### config.mk
export PLATFORM = sky130hd
export DESIGN_NAME = float_literal_validator
export DESIGN_NICKNAME = d
export VERILOG_FILES = /design/src/rtl/flv_pkg.sv /design/src/rtl/flv_scan.sv /design/src/rtl/float_literal_validator.sv
export VERILOG_INCLUDE_DIRS = /design/src /design/src/rtl
export SDC_FILE = /design/constraint.sdc
export NUM_CORES = 1
export LEC_CHECK = 0
export ABC_AREA = 1
export BUFFER_PORTS_ARGS = -buffer_cell sky130_fd_sc_hd__buf_2
export CORE_UTILIZATION = 35
export DETAILED_ROUTE_END_ITERATION = 7
export GPL_ROUTABILITY_DRIVEN = 0
export HOLD_SLACK_MARGIN = 0.05
export PLACE_DENSITY = 0.51
export SYNTH_ARGS = -nofsm -noshare
export SYNTH_HDL_FRONTEND = slang
export SYNTH_SLANG_ARGS = --single-unit
### constraint.sdc
create_clock -name aclk -period 6.5 [get_ports aclk]
set_input_delay 1.3 -clock aclk [delete_from_list [all_inputs] [get_ports aclk]]
set_output_delay 1.3 -clock aclk [all_outputs]
set_load 0.005 [all_outputs]
### src/rtl/float_literal_validator_assert.svh
// Assertion macros shared by the float literal validator RTL.
// Depends on nothing; included by the modules that carry assertions.
`ifndef FLOAT_LITERAL_VALIDATOR_ASSERT_SVH
`define FLOAT_LITERAL_VALIDATOR_ASSERT_SVH

// Same-cycle implication, checked out of reset.
`define FLV_ASSERT_NOW(label, clk, rstn, ante, cons) \
    label: assert property (@(posedge clk) disable iff (!(rstn)) (ante) |-> (cons)) \
        else $error("float literal validator: same-cycle check failed");

// Next-cycle implication, checked out of reset.
`define FLV_ASSERT_NEXT(label, clk, rstn, ante, cons) \
    label: assert property (@(posedge clk) disable iff (!(rstn)) (ante) |=> (cons)) \
        else $error("float literal validator: next-cycle check failed");

`endif

### src/rtl/flv_pkg.sv
// Package for the float literal validator: status codes, character constants,
// register indexes and the step struct. Depends on nothing.
package flv_pkg;

    // Result status codes.
    typedef enum logic [2:0] {
        ST_OK           = 3'd0,
        ST_EXTRA_E      = 3'd1,
        ST_EXTRA_POINT  = 3'd2,
        ST_POINT_IN_EXP = 3'd3,
        ST_BAD_SIGN     = 3'd4,
        ST_BAD_CHAR     = 3'd5,
        ST_MANT_LONG    = 3'd6,
        ST_EXP_LONG     = 3'd7
    } flv_status_t;

    // Configuration register indexes.
    localparam logic CFG_IDX_MANT = 1'b0;
    localparam logic CFG_IDX_EXP  = 1'b1;

    localparam int CNT_W = 7;
    localparam logic [CNT_W-1:0] COUNT_MAX      = 7'd127;
    localparam logic [CNT_W-1:0] MANT_LIMIT_RST = 7'd30;
    localparam logic [CNT_W-1:0] EXP_LIMIT_RST  = 7'd5;

    // ASCII codes.
    localparam logic [7:0] CH_LOWER_E = 8'h65;
    localparam logic [7:0] CH_UPPER_E = 8'h45;
    localparam logic [7:0] CH_POINT   = 8'h2E;
    localparam logic [7:0] CH_PLUS    = 8'h2B;
    localparam logic [7:0] CH_MINUS   = 8'h2D;
    localparam logic [7:0] CH_ZERO    = 8'h30;
    localparam logic [7:0] CH_NINE    = 8'h39;

    // One character step handed from the input stage to the scanner.
    typedef struct packed {
        logic       valid;
        logic       last;
        logic [7:0] char_code;
    } flv_step_t;

endpackage

### src/rtl/flv_scan.sv
// Per-string syntax state of the float literal validator and the status verdict.
// Depends on flv_pkg and float_literal_validator_assert.svh.
`include "float_literal_validator_assert.svh"

module flv_scan (
    input  logic                          aclk,
    input  logic                          aresetn,
    input  flv_pkg::flv_step_t            step,
    input  logic [flv_pkg::CNT_W-1:0]     mant_limit,
    input  logic [flv_pkg::CNT_W-1:0]     exp_limit,
    output flv_pkg::flv_status_t          verdict
);

    logic                      at_first_reg,   at_first_next;
    logic                      seen_e_reg,     seen_e_next;
    logic                      prev_e_reg,     prev_e_next;
    logic                      seen_point_reg, seen_point_next;
    logic                      mant_sign_reg,  mant_sign_next;
    logic                      exp_sign_reg,   exp_sign_next;
    logic [flv_pkg::CNT_W-1:0] mant_cnt_reg,   mant_cnt_next;
    logic [flv_pkg::CNT_W-1:0] exp_cnt_reg,    exp_cnt_next;
    flv_pkg::flv_status_t      err_reg,        err_next;

    // Values after examining the character, before the end-of-string clear.
    logic                      seen_e_upd, prev_e_upd, seen_point_upd;
    logic                      mant_sign_upd, exp_sign_upd;
    logic [flv_pkg::CNT_W-1:0] mant_cnt_upd, exp_cnt_upd;
    flv_pkg::flv_status_t      err_upd;
    logic                      is_digit, is_mark, is_sign;

    assign is_digit = (step.char_code >= flv_pkg::CH_ZERO) &&
                      (step.char_code <= flv_pkg::CH_NINE);
    assign is_mark  = (step.char_code == flv_pkg::CH_LOWER_E) ||
                      (step.char_code == flv_pkg::CH_UPPER_E);
    assign is_sign  = (step.char_code == flv_pkg::CH_PLUS) ||
                      (step.char_code == flv_pkg::CH_MINUS);

    // Character rules; the first error freezes everything but the first-char flag.
    always_comb begin
        seen_e_upd     = seen_e_reg;
        prev_e_upd     = prev_e_reg;
        seen_point_upd = seen_point_reg;
        mant_sign_upd  = mant_sign_reg;
        exp_sign_upd   = exp_sign_reg;
        mant_cnt_upd   = mant_cnt_reg;
        exp_cnt_upd    = exp_cnt_reg;
        err_upd        = err_reg;
        if (err_reg == flv_pkg::ST_OK) begin
            prev_e_upd = 1'b0;
            if (is_digit) begin
                if (!seen_e_reg) begin
                    if (mant_cnt_reg != flv_pkg::COUNT_MAX) begin
                        mant_cnt_upd = mant_cnt_reg + 7'd1;
                    end
                end else if (exp_cnt_reg != flv_pkg::COUNT_MAX) begin
                    exp_cnt_upd = exp_cnt_reg + 7'd1;
                end
            end else if (is_mark) begin
                if (seen_e_reg) begin
                    err_upd = flv_pkg::ST_EXTRA_E;
                end
                seen_e_upd = 1'b1;
                prev_e_upd = 1'b1;
            end else if (step.char_code == flv_pkg::CH_POINT) begin
                if (seen_point_reg) begin
                    err_upd = flv_pkg::ST_EXTRA_POINT;
                end else if (seen_e_reg) begin
                    err_upd = flv_pkg::ST_POINT_IN_EXP;
                end
                seen_point_upd = 1'b1;
            end else if (is_sign) begin
                if (!seen_e_reg && !mant_sign_reg && at_first_reg) begin
                    mant_sign_upd = 1'b1;
                end else if (seen_e_reg && prev_e_reg && !exp_sign_reg) begin
                    exp_sign_upd = 1'b1;
                end else begin
                    err_upd = flv_pkg::ST_BAD_SIGN;
                end
            end else begin
                err_upd = flv_pkg::ST_BAD_CHAR;
            end
        end
    end

    // Verdict: length limits override any earlier error, exponent last.
    always_comb begin
        verdict = err_upd;
        if (mant_cnt_upd > mant_limit) begin
            verdict = flv_pkg::ST_MANT_LONG;
        end
        if (exp_cnt_upd > exp_limit) begin
            verdict = flv_pkg::ST_EXP_LONG;
        end
    end

    // Next state: hold when idle, clear after the final character.
    always_comb begin
        at_first_next   = at_first_reg;
        seen_e_next     = seen_e_reg;
        prev_e_next     = prev_e_reg;
        seen_point_next = seen_point_reg;
        mant_sign_next  = mant_sign_reg;
        exp_sign_next   = exp_sign_reg;
        mant_cnt_next   = mant_cnt_reg;
        exp_cnt_next    = exp_cnt_reg;
        err_next        = err_reg;
        if (step.valid) begin
            if (step.last) begin
                at_first_next   = 1'b1;
                seen_e_next     = 1'b0;
                prev_e_next     = 1'b0;
                seen_point_next = 1'b0;
                mant_sign_next  = 1'b0;
                exp_sign_next   = 1'b0;
                mant_cnt_next   = '0;
                exp_cnt_next    = '0;
                err_next        = flv_pkg::ST_OK;
            end else begin
                at_first_next   = 1'b0;
                seen_e_next     = seen_e_upd;
                prev_e_next     = prev_e_upd;
                seen_point_next = seen_point_upd;
                mant_sign_next  = mant_sign_upd;
                exp_sign_next   = exp_sign_upd;
                mant_cnt_next   = mant_cnt_upd;
                exp_cnt_next    = exp_cnt_upd;
                err_next        = err_upd;
            end
        end
    end

    // String state registers.
    always_ff @(posedge aclk) begin
        if (!aresetn) begin
            at_first_reg   <= 1'b1;
            seen_e_reg     <= 1'b0;
            prev_e_reg     <= 1'b0;
            seen_point_reg <= 1'b0;
            mant_sign_reg  <= 1'b0;
            exp_sign_reg   <= 1'b0;
            mant_cnt_reg   <= '0;
            exp_cnt_reg    <= '0;
            err_reg        <= flv_pkg::ST_OK;
        end else begin
            at_first_reg   <= at_first_next;
            seen_e_reg     <= seen_e_next;
            prev_e_reg     <= prev_e_next;
            seen_point_reg <= seen_point_next;
            mant_sign_reg  <= mant_sign_next;
            exp_sign_reg   <= exp_sign_next;
            mant_cnt_reg   <= mant_cnt_next;
            exp_cnt_reg    <= exp_cnt_next;
            err_reg        <= err_next;
        end
    end

    // A finished string leaves the scanner fully cleared.
    `FLV_ASSERT_NEXT(a_clear_after_last, aclk, aresetn, step.valid && step.last,
        at_first_reg && (mant_cnt_reg == '0) && (exp_cnt_reg == '0) &&
        (err_reg == flv_pkg::ST_OK))

    // Once an error is latched, the digit counts stay frozen until the end.
    `FLV_ASSERT_NEXT(a_frozen_counts, aclk, aresetn,
        (err_reg != flv_pkg::ST_OK) && !(step.valid && step.last),
        $stable(mant_cnt_reg) && $stable(exp_cnt_reg))

endmodule

### src/rtl/float_literal_validator.sv
// Top level of the float literal validator: channel registers, limit registers
// and the scanner. Depends on flv_pkg, flv_scan and float_literal_validator_assert.svh.
//
// Usage: a literal streams in on the s_ channel, one character per transaction,
// with s_last_char high on its final character. For every string, exactly one
// transaction leaves on the m_ channel, carrying m_status (0 means well formed).
// Characters other than the last produce no output.
// The limit registers are written on the cfg_ channel (index 0: mantissa digit
// limit, index 1: exponent digit limit); cfg_ready is always high. Write them
// only while no string is in flight.
// Timing: a character is held in the input register and is judged from there into the
// output register; m_valid rises once the final character has been judged, and the
// status is then held there until it is taken. One character is taken every cycle;
// the only thing that slows the input is the output register: while a status waits
// on a low m_ready, a further final character holds in the input register and s_ready
// drops once that register is full. Characters that are not final keep flowing past
// a stalled output.
// Reset: synchronous and active low; it empties both registers, clears the
// string state and loads the limits to 30 and 5.
`include "float_literal_validator_assert.svh"

module float_literal_validator (
    input  logic       aclk,
    input  logic       aresetn,
    // Character input.
    input  logic       s_valid,
    output logic       s_ready,
    input  logic [7:0] s_char_code,
    input  logic       s_last_char,
    // Status output.
    output logic       m_valid,
    input  logic       m_ready,
    output logic [2:0] m_status,
    // Configuration writes.
    input  logic       cfg_valid,
    output logic       cfg_ready,
    input  logic       cfg_index,
    input  logic [6:0] cfg_data
);

    logic                      in_valid_reg, in_valid_next;
    logic                      in_last_reg;
    logic [7:0]                in_char_reg;
    logic                      m_valid_reg, m_valid_next;
    flv_pkg::flv_status_t      m_status_reg;
    logic [flv_pkg::CNT_W-1:0] mant_limit_reg, exp_limit_reg;
    logic                      advance;
    flv_pkg::flv_step_t        step;
    flv_pkg::flv_status_t      verdict;

    // A character moves on unless it is final and the output is still occupied.
    assign advance = in_valid_reg && (!in_last_reg || !m_valid_reg || m_ready);
    assign s_ready = !in_valid_reg || advance;
    assign cfg_ready = 1'b1;

    assign step.valid     = advance;
    assign step.last      = in_last_reg;
    assign step.char_code = in_char_reg;

    flv_scan u_scan (
        .aclk       (aclk),
        .aresetn    (aresetn),
        .step       (step),
        .mant_limit (mant_limit_reg),
        .exp_limit  (exp_limit_reg),
        .verdict    (verdict)
    );

    // Channel occupancy.
    always_comb begin
        in_valid_next = in_valid_reg;
        if (s_valid && s_ready) begin
            in_valid_next = 1'b1;
        end else if (advance) begin
            in_valid_next = 1'b0;
        end
        m_valid_next = m_valid_reg;
        if (advance && in_last_reg) begin
            m_valid_next = 1'b1;
        end else if (m_ready) begin
            m_valid_next = 1'b0;
        end
    end

    // Control registers and limit registers.
    always_ff @(posedge aclk) begin
        if (!aresetn) begin
            in_valid_reg   <= 1'b0;
            m_valid_reg    <= 1'b0;
            mant_limit_reg <= flv_pkg::MANT_LIMIT_RST;
            exp_limit_reg  <= flv_pkg::EXP_LIMIT_RST;
        end else begin
            in_valid_reg <= in_valid_next;
            m_valid_reg  <= m_valid_next;
            if (cfg_valid && cfg_ready) begin
                unique case (cfg_index)
                    flv_pkg::CFG_IDX_MANT: mant_limit_reg <= cfg_data;
                    flv_pkg::CFG_IDX_EXP:  exp_limit_reg  <= cfg_data;
                    default: ;
                endcase
            end
        end
    end

    // Payload registers.
    always_ff @(posedge aclk) begin
        if (s_valid && s_ready) begin
            in_char_reg <= s_char_code;
            in_last_reg <= s_last_char;
        end
        if (advance && in_last_reg) begin
            m_status_reg <= verdict;
        end
    end

    assign m_valid  = m_valid_reg;
    assign m_status = m_status_reg;

    // An empty input register never blocks the sender.
    `FLV_ASSERT_NOW(a_ready_when_empty, aclk, aresetn, !in_valid_reg, s_ready)

    // A judged final character always shows up as a result.
    `FLV_ASSERT_NEXT(a_last_gives_result, aclk, aresetn, advance && in_last_reg,
        m_valid_reg)

    // A result that was taken is not repeated unless a new final character came.
    `FLV_ASSERT_NEXT(a_no_extra_result, aclk, aresetn,
        m_valid_reg && m_ready && !(advance && in_last_reg), !m_valid_reg)

endmodule

**Word-level counts from Yosys, hierarchy flattened**

Index checks and enable logic that the tools add are counted.

- Flip-flop bits (word level): 51
- Input bits: 22
- Output and inout bits: 6
- Logic and storage cells: 126

- $add $sub $neg: 2
- Order comparisons: 4
- Eq/ne operators: 11
- Muxes and demuxes: 55
- Bitwise logic cells: 1
- Reductions and logical operators: 36

Operators by type and width:

| kind | number |
|---|---|
| 7-bit two-way mux | 10 |
| 1-bit two-way mux | 34 |
| 3-bit two-way mux | 11 |
| 8-bit by 6-bit == test with 1-bit output (second input constant) | 3 |
| 8-bit by 7-bit == test with 1-bit output (second input constant) | 2 |
| 2-bit nonzero test | 8 |
| 7-bit by 1-bit adder with 7-bit output (second input constant) | 2 |
| 7-bit > comparator | 2 |
| 7-bit != test (second input constant) | 2 |
| 8-bit by 6-bit greater-or-equal comparator with 1-bit output (second input constant) | 1 |
| 8-bit by 6-bit <= comparator with 1-bit output (second input constant) | 1 |
| 1-bit logical AND | 8 |
| 2-bit != test (second input constant) | 4 |
| 8-bit AND reduction | 1 |
| 7-bit AND reduction | 1 |
| 1-bit zero test | 6 |
| 2-bit AND reduction | 3 |
| 1-bit logical OR | 5 |
| 5-bit AND reduction | 1 |
| 4-bit AND reduction | 1 |
| 3-bit zero test | 1 |
| 2-bit OR reduction | 1 |
| 1-bit NOT | 1 |

**Longest topological paths before layout**

- Word-level depth: 10
- Gate-level depth with buffers: 18
- Gate-level depth less buffers: 18

**Hierarchy**

A second synthesis with hierarchy kept.

- Cell total of the unflattened synthesis: 383
- Area, all modules: 2803.9 µm²

Modules (own cells, without submodules):

| module | times used | cells an instance | area an instance (µm²) | sequential area each (µm²) |
|---|---|---|---|---|
| flv_scan | 1 | 289 | 1836.8 | 460.4 |
| float_literal_validator | 1 | 94 | 967.2 | 680.7 |

**Least setup slack after synthesis**

No wires, ideal clock.

- Path type: in2out
- Start: in m_ready
- End: out s_ready
- Data arrival time: 1601 ps
- Required time: 5200 ps
- Slack: 3599 ps
- Stages: 2
- Buffers on the path: 0
- Path through: nor2_1 > nand3_1

- Word-level cells in the longest chain between the ends: 3

Ends and longest elaborated chain:

| item | line | RTL |
|---|---|---|
| start, declared | float_literal_validator.sv:32 | `input logic m_ready,` |
| 1-bit logical OR | float_literal_validator.sv:52 | `assign advance = in_valid_reg && (!in_last_reg \|\| !m_valid_reg \|\| m_ready);` |
| 1-bit logical AND | float_literal_validator.sv:52 |  |
| 1-bit logical OR | float_literal_validator.sv:53 | `assign s_ready = !in_valid_reg \|\| advance;` |
| end, declared | float_literal_validator.sv:27 | `output logic s_ready,` |

Every way passes these cells.

**Worst setup path in the final report**

Ends and elaborated chain as after synthesis.

==> reports/results.ini <==
[worst_setup_path]
reg2regPathDepth = 15
cp.buffers_inverters = 2
critPathKind = input port to output pin
cp.arrival_ns = 2.02
cpLargestDelayFamily = simple AND/OR/NAND/NOR gates
end_kind = output pin
worstPathMaxFanout = 3
worstSetupEndpoint = s_ready
cpPeakStageDelay_ns = 0.24
crit_path_start = m_ready
r2r-end = m_status[2]
cp-start-kind = input port
r2r-start = u_scan.exp_cnt_reg[0]
cpMaxStageDelayCell = nor2_1
cp_common_cell = buf_2
rrSetupSlack_ns = 3.71
required_ns = 5.20
crit_chain = buf_2, nor2_1, nand3_1, buf_2
crit_cells = 4

[flow_run]
drv_cap = 0

[routing]
met2WireLength_um = 2700
antenna_left = 0
drc = 0
wire_per_inst_um = 11.56
firstDrtPassIters = 4
wl_met3_um = 140
drt-met1-wl_um = 3032
wl_um = 5919
highest_layer = met4
first_iter_violations = 96
vias = 2386
via_per_inst = 4.660

[sta]
drv_slew = 0
maxSlewHeadroom = 0.4078
finalSetupViolCount = 0
finalHoldViolCount = 0
finalCritPeriodShare = 0.5112
fmax_mhz = 301.0
rsz0062_at_grt = false
setup_tns_ns = 0
layout_min_cycle_time_ns = 3.323
fin_skew_ns = 0.01197
setup_ws_ns = 3.177
tightestPinTransition_ns = 0.8851

[synthesis]
ys_warn_count = 0
synthCells = 383
ys_seq_area_frac = 0.4041
yosys_register_bits = 51
synthesis.area_mm2 = 0.002824
syn_nets = 421
synth_top_area_cell = dfxtp_1
postSynthAreaPerCell_um2 = 7.373
yosysUniqueCellTypes = 34
yosys-top-cells-area = dfxtp_1 (28%), edfxtp_1 (13%), nand2_1 (12%), inv_1 (7.7%), ha_1 (7.1%)
yosys.area.top_type_share = 0.2765

[power]
power_density_mw_per_mm2 = 200.8
p_leak_nw = 1.427
vdd.ir_drop.worst_mv = 0.1047

[clock_network]
cts_htree_levels = 2
clk_pin_slew_worst_paths_ns = 0.10
cts_sinks = 51
cts_buffer_depth = 2
cts_tree = yes
cts_setup_buffers = 0
clk_latency_ns = 0.31
numCtsBuffers = 5
hold_buffers = 0
cts_root_buf = clkbuf_8
post_cts_resized = 0

[global_routing]
grt_pass1_vias = 2273
grt_max_degree = 18
grt_pass1_wl_um = 10390
track_usage = 0.1559
antenna_found_initial = 0
grt_overflow = 0

[outcome]
status = finished, final reports clean

[layout]
fin_nets = 447
largest_reg_flops = 8
drive_gt1_frac = 0.1244
syn_to_final_growth_pct = 12.01
n_antenna_cell = 0

[place]
port_buffers = 26
place_hpwl_um = 4576
pre_cts_slack_ns = 3.152

[floorplanning]
die_area_mm2 = 0.008432
start_util = 0.3636
io-pin-count = 28
die_x_um = 91.83
row_count = 32
core_area_mm2 = 0.007767
dieHeight_um = 91.83

[hold_path]
hp-start = u_scan.exp_sign_reg
hold_class = flip-flop to flip-flop

==> worst reg2reg max path, cell delays in order, from the launching register on <==
cell and delay [ns]:
dfxtp_1 0.41, ha_1 0.22, nand2_1 0.09, nor2_1 0.13, nand2_1 0.16, nand4_4 0.18
inv_1 0.07, nand3b_1 0.07, nand2_1 0.08, ha_1 0.30, nand2_1 0.07, or3_1 0.36
nand2_1 0.18, nand2_1 0.08, nor2_1 0.08, o21ai_0 0.07
==> cell usage in the layout, fill, tap and decap left out, types with 3 or more instances in the layout <==
| master | n |
|---|---|
| clkbuf_8 | 5 |
| inv_1 | 58 |
| o211ai_1 | 7 |
| edfxtp_1 | 12 |
| nor2_2 | 3 |
| a21oi_1 | 37 |
| xor2_1 | 3 |
| nand3_1 | 18 |
| nand4_1 | 7 |
| nand2_4 | 3 |
| dfxtp_1 | 39 |
| o21ai_0 | 23 |
| nand2_1 | 92 |
| nor2_1 | 35 |
| nor3_1 | 4 |
| buf_2 | 26 |
| ha_1 | 16 |
==> metal layers <==
layer | vias to the layer above | GRT usage
met2 | 29 | 0.2594
met5 | - | 0
met4 | 0 | 0.04427
met1 | 1062 | 0.2043
met3 | 2 | 0.03234
li1 | 1293 | -
==> cell usage after synthesis (all sizes together) <==
library cell and number:
dfxtp 39, xor2 3, inv 59, o21ai 23, nand4 8, or3 1
nor3 4, ha 16, a31oi 1, edfxtp 12, xnor2 1, clkinv 2
and2 2, a21oi 39, clkbuf 3, nand3 19, buf 4, conb 1
o211ai 7, nand2 96, and3 1, nand3b 1, nor2 41
==> worst min-delay path by stage <==
stage	to	depth (start not counted)
after floorplan	u_scan.at_first_reg	2
after detailed placement	u_scan.exp_sign_reg	2
after CTS	u_scan.exp_sign_reg	2
after global placement	u_scan.at_first_reg	2
final	u_scan.exp_sign_reg	2
after global routing	exp_limit_reg[1]	2
==> cell families (layout without fill, tap and decap cells) <==
logic type / Yosys count / after routing / synth area share
DFF: 51 / 51 / 0.4041
and+or+nand+nor: 173 / 173 / 0.2818
AOI/OAI and AO/OA: 70 / 70 / 0.1334
other: 1 / 1 / 0.001328
xor gates and xnor gates: 4 / 4 / 0.01507
adders and majority gates: 16 / 16 / 0.07089
buffers and inverters: 68 / 95 / 0.09348
==> power by group <==
part / switching (mW) / leakage (nW) / internal (mW)
clock: 0.113 / 0.0548 / 0.116
combinational: 0.0419 / 0.939 / 0.0210
sequential: 0.00618 / 0.433 / 0.337
==> cell type report <==
| class | instances | area [µm²] |
|---|---|---|
| inverters | 61 | 230.2 |
| multi-input cells | 264 | 1419 |
| fillers | 846 | 4604 |
| well taps | 102 | 127.6 |
| flip-flops and latches | 51 | 1141 |
| repair buffers | 26 | 130.1 |
| clock buffers | 5 | 68.82 |
| clock inverters | 3 | 46.29 |
==> metrics by stage <==
| step | area (µm²) | instances | power, mW | hold slack (ns) | utilization |
|---|---|---|---|---|---|
| 2_1_floorplan | 2824 | 383 | 0.3941 | 0.4271 | - |
| 3_3_place_gp | 3048 | 504 | 0.4136 | 0.4520 | 0.3924 |
| 3_5_place_dp | 3048 | 504 | 0.4147 | 0.4527 | 0.3924 |
| 4_1_cts | 3163 | 512 | 0.6466 | 0.4680 | 0.4072 |
| 5_1_grt | 3163 | 512 | 0.6701 | 0.4843 | 0.4072 |
| 6_report | 3163 | 512 | 0.6352 | 0.4651 | 0.4072 |
No activity file was read; power rests on OpenSTA's default activity.
